<file path="config.mk">
export PLATFORM = sky130hd
export DESIGN_NAME = cbs_ctrl
export DESIGN_NICKNAME = d
export VERILOG_FILES = /design/src/hdl/cbs_pkg.sv /design/src/hdl/cbs_ctrl.sv
export SDC_FILE = /design/constraint.sdc
export NUM_CORES = 1
export LEC_CHECK = 0
export BUFFER_PORTS_ARGS = -buffer_cell sky130_fd_sc_hd__buf_2
export CAP_MARGIN = 15
export CORE_AREA = 3 3 40 42
export CTS_CLUSTER_DIAMETER = 30
export CTS_CLUSTER_SIZE = 40
export DETAILED_ROUTE_END_ITERATION = 12
export DIE_AREA = 0 0 43 45
export PLACE_DENSITY = 0.41
export SKIP_LAST_GASP = 1
export SYNTH_ARGS = -nofsm -noshare
export SYNTH_HDL_FRONTEND = slang
export SYNTH_SLANG_ARGS = --single-unit
</file>
<file path="constraint.sdc">
create_clock -name clk -period 2 [get_ports clk]
set_input_delay 0.1 -clock clk [delete_from_list [all_inputs] [get_ports clk]]
set_output_delay 0.1 -clock clk [all_outputs]
set_load 0.05 [all_outputs]
</file>
<file path="src/hdl/cbs_pkg.sv">
package cbs_pkg;

  typedef struct packed {
    logic load;
    logic clear;
    logic div_start;
    logic walk_start;
    logic walk_step;
    logic sqrt_start;
  } cbs_cmd_t;

  typedef struct packed {
    logic div_done;
    logic walk_done;
    logic sqrt_done;
  } cbs_sts_t;

endpackage

</file>
<file path="src/hdl/cbs_ctrl.sv">
module cbs_ctrl (
  input  logic              clk,
  input  logic              rst_n,
  input  logic              in_fire,
  input  logic              in_last,
  input  logic              out_free,
  input  logic              out_fire,
  input  cbs_pkg::cbs_sts_t sts,
  output cbs_pkg::cbs_cmd_t cmd,
  output logic              in_rdy,
  output logic              out_load
);
  localparam logic [2:0] S_LOAD = 3'd0;
  localparam logic [2:0] S_DIV  = 3'd1;
  localparam logic [2:0] S_WST  = 3'd2;
  localparam logic [2:0] S_WALK = 3'd3;
  localparam logic [2:0] S_SQRT = 3'd4;
  localparam logic [2:0] S_EMIT = 3'd5;

  logic [2:0] state_r, state_nxt;
  logic go_r;

  always_comb begin
    state_nxt = state_r;
    cmd = '0;
    cmd.div_start = go_r;
    out_load = 1'b0;
    in_rdy = 1'b0;
    unique case (state_r)
      S_LOAD: begin
        in_rdy = 1'b1;
        cmd.load = in_fire;
        if (in_fire && in_last) begin
          state_nxt = S_DIV;
        end
      end
      S_DIV: begin
        if (sts.div_done) state_nxt = S_WST;
      end
      S_WST: begin
        cmd.walk_start = 1'b1;
        state_nxt = S_WALK;
      end
      S_WALK: begin
        cmd.walk_step = 1'b1;
        if (sts.walk_done) begin
          cmd.sqrt_start = 1'b1;
          state_nxt = S_SQRT;
        end
      end
      S_SQRT: begin
        if (sts.sqrt_done) state_nxt = S_EMIT;
      end
      S_EMIT: begin
        if (out_free || out_fire) begin
          out_load = 1'b1;
          cmd.clear = 1'b1;
          state_nxt = S_LOAD;
        end
      end
      default: state_nxt = S_LOAD;
    endcase
  end

  // division starts in the cycle after the last beat so the sums are settled
  always_ff @(posedge clk) begin
    if (!rst_n) begin
      state_r <= S_LOAD;
      go_r <= 1'b0;
    end else begin
      state_r <= state_nxt;
      go_r <= in_fire && in_last && state_r == S_LOAD;
    end
  end

`ifndef NO_ASSERTIONS
  a_load_only: assert property (@(posedge clk) disable iff (!rst_n)
    cmd.load |-> state_r == S_LOAD) else $error("load outside load state");
  a_emit_back: assert property (@(posedge clk) disable iff (!rst_n)
    out_load |=> state_r == S_LOAD) else $error("emit did not return");
  a_div_seq: assert property (@(posedge clk) disable iff (!rst_n)
    cmd.div_start |-> state_r == S_DIV) else $error("divide out of order");
`endif
endmodule

</file>
==> summary.txt <==
unrepaired setup endpoints after global routing - false
layout cell share with drive strength beyond 1 - 48.9%
Sink Count - 4
CTS Buf Count - 3
clock share of power - 36.2%
Max Cap Viol - 0
Mapped Area - 260 sq um
DR vias - 264
WL/cell - 9.53 um
Design Power - 276 uW
antenna violations before repair - 0
Iter 0 DRT Violations - 1
die area - 1940 sq um
Logic pwr share - 29.8%
critical path data required time - 1.90 ns
CP bufs+invs - 1
Gate Count Post-Synth - 30
Slew @ Worst Pin - 0.277 ns
largest net degree at the start of global routing - 9
Cell variety after synth - 20
IO Port Bufs - 16
CP max FO - 8
CTS H-tree lvls - 1
cell taking the most area after synthesis - dfxtp_1
Crit Path Class - reg -> out
# Post-CTS Setup Buffers - 0
initial core utilization - 20.3%
Net Sw Frac - 34.1%
R2R Setup Slk - 0.88 ns
Nets - 58
hold_sp - rst_n
syn nets - 39
final worst-path cycle share - 71.9%
RR Startpoint - state_r[1]
HPWL Detailed - 488 um
final worst path period need - 1.44 ns
cts repair resizes - 0
Ys Warns - 0
Final setup viols - 0
DRT antenna net count - 0
row count - 13
sequential share of the synthesized area - 30.8%
Yosys top cell area share - 30.8%
commonest non-fill, non-tap cell in the layout - buf_2
clock slew at reported path FFs - 0.04 ns
CORE AREA - 1280 sq um
Largest delay share family, worst path - simple AND/OR/NAND/NOR gates
first-pass GRT wire length - 910 um
Hold EP - state_r[2]
Worst path depth - 3
CTS tree - yes
synth top area cells - dfxtp_1 (31%), a221oi_2 (5.8%), buf_4 (5.8%)
Final Wtd Congestion - 0.688
Startpoint Class - flop
ANT cells - 0
RR Endpoint - state_r[0]
1st-pass router iterations - 3
Setup crit end kind - output port
Vias per Instance - 4.26
status - completed
register share of total power - 34.0%
CP max-delay cell - dfxtp_1
Post-CTS Hold Fix Bufs - 0
Pint - 182 uW
design area - 367 sq um
Critical Path, Cell by Cell - nor3_2, and2_1, buf_2
LEAKAGE - 0.170 nW
Psw - 93.9 uW
fmax - 0.695 GHz
DRT Wirelength - 591 um
Synth-to-Final Area Change - 40.9%
Fin Setup TNS - 0 ns
vias in the first global route - 241
IO Pins - 17
most frequent cells in the layout - buf_2 (16), nor2_1 (4), dfxtp_1 (4)
worst-skew pair later-pin latency - 0.23 ns
Die H - 45 um
syn_area_per_cell - 8.68 sq um
CP Data Arrival Time - 1.34 ns
Worst Hold Path Cells - 2
Worst R2R Path Depth - 3
Die W - 43 um
Power Density - 752 nW/um^2
DRC violation count after routing - 0
Hold Fails Final Rpt - 0
GR Util All Layers - 6.58%
Cell Area, Placed - 344 sq um
Rel. slew slack - 81.5%
Max VDD drop - 0.000193 V
critical path's largest stage delay - 0.37 ns
Max Buffers Root-to-Sink - 2
Fin Clk Skew - 0.00333 ns
Yosys reg bits - 4
Root Driver - clkbuf_4
max-slew violation count - 0
gr ovfl total - 0
hold crit path type - in -> reg
## routing by layer
layer  global-route usage [%]  share of wire, %  up-vias
li1                         -                 -      139
met1                     7.23                43      117
met2                     9.58                48        8
met3                     1.99               8.5        0
met4                     7.23                 0        0
met5                        0                 0        -
## worst max-delay path by stage
| stage | startpoint | end | slack, ns |
|---|---|---|---|
| 2_1_floorplan | state_r[0] | cmd[5] | 0.23 |
| 3_3_place_gp | state_r[1] | state_r[0] | 0.82 |
| 3_5_place_dp | state_r[0] | cmd[5] | 0.82 |
| 4_1_cts | state_r[0] | cmd[5] | 0.55 |
| 5_1_grt | state_r[0] | cmd[5] | 0.48 |
| 6_report | state_r[0] | cmd[5] | 0.56 |
## through the flow
step | cells | setup slack [ns] | util (%) | hold WS, ns
after floorplan | 30 | 0.235 | - | 0.218
after global placement | 59 | 0.821 | 26.8 | 0.374
after detailed placement | 59 | 0.821 | 26.8 | 0.359
after CTS | 62 | 0.548 | 28.5 | 0.120
after global routing | 62 | 0.476 | 28.5 | 0.131
final | 62 | 0.562 | 28.5 | 0.125
## cell usage after synthesis
| cell | instances |
|---|---|
| nand2_1 | 2 |
| buf_4 | 2 |
| o31a_1 | 1 |
| a211o_1 | 1 |
| a221oi_2 | 1 |
| nand2b_1 | 1 |
| a22oi_1 | 1 |
| or2b_1 | 1 |
| nand2b_4 | 1 |
| and4_1 | 1 |
| and2_1 | 1 |
| nor2b_1 | 2 |
| inv_1 | 1 |
| dfxtp_1 | 4 |
| o21a_1 | 1 |
| nor3b_1 | 1 |
| nor3_2 | 1 |
| o21ai_1 | 2 |
| nor2_1 | 4 |
| and2b_2 | 1 |
## registers in the layout (all words and copies together), names as in the netlist
name	cells
go_r	1
state_r	3
## cells by family (layout without fill, tap and decap cells)
group,after synthesis,in the layout,share of synthesized area (%)
AO/OA/AOI/OAI,7,7,22.1
flip-flops,4,4,30.8
buffers and inverters,3,20,7.21
AND/OR/NAND/NOR,16,16,39.9
## worst reg2reg max path, delay by kind of cell (launching register included)
kind,cells,cell delay [ns]
and+or+nand+nor,1,0.10
AOI/OAI and AO/OA,2,0.49
DFF,1,0.45
## power groups by stage
stage	registers [mW]	logic (mW)	clock network, mW
after floorplan	0.0930	0.0636	0
after global placement	0.0952	0.0839	0
after detailed placement	0.0952	0.0827	0
after CTS	0.0940	0.0831	0.106
after global routing	0.0949	0.0878	0.115
final	0.0939	0.0821	0.0998
## area by class of cell
class / count / area, sq um
inverter: 1 / 3.75
clock buffer: 3 / 22.5
fill: 150 / 918
tap: 15 / 18.8
multi-input combinational: 23 / 161
timing repair buffer: 16 / 80.1
sequential: 4 / 80.1
Note: power is estimated with default switching activity, not from simulation.
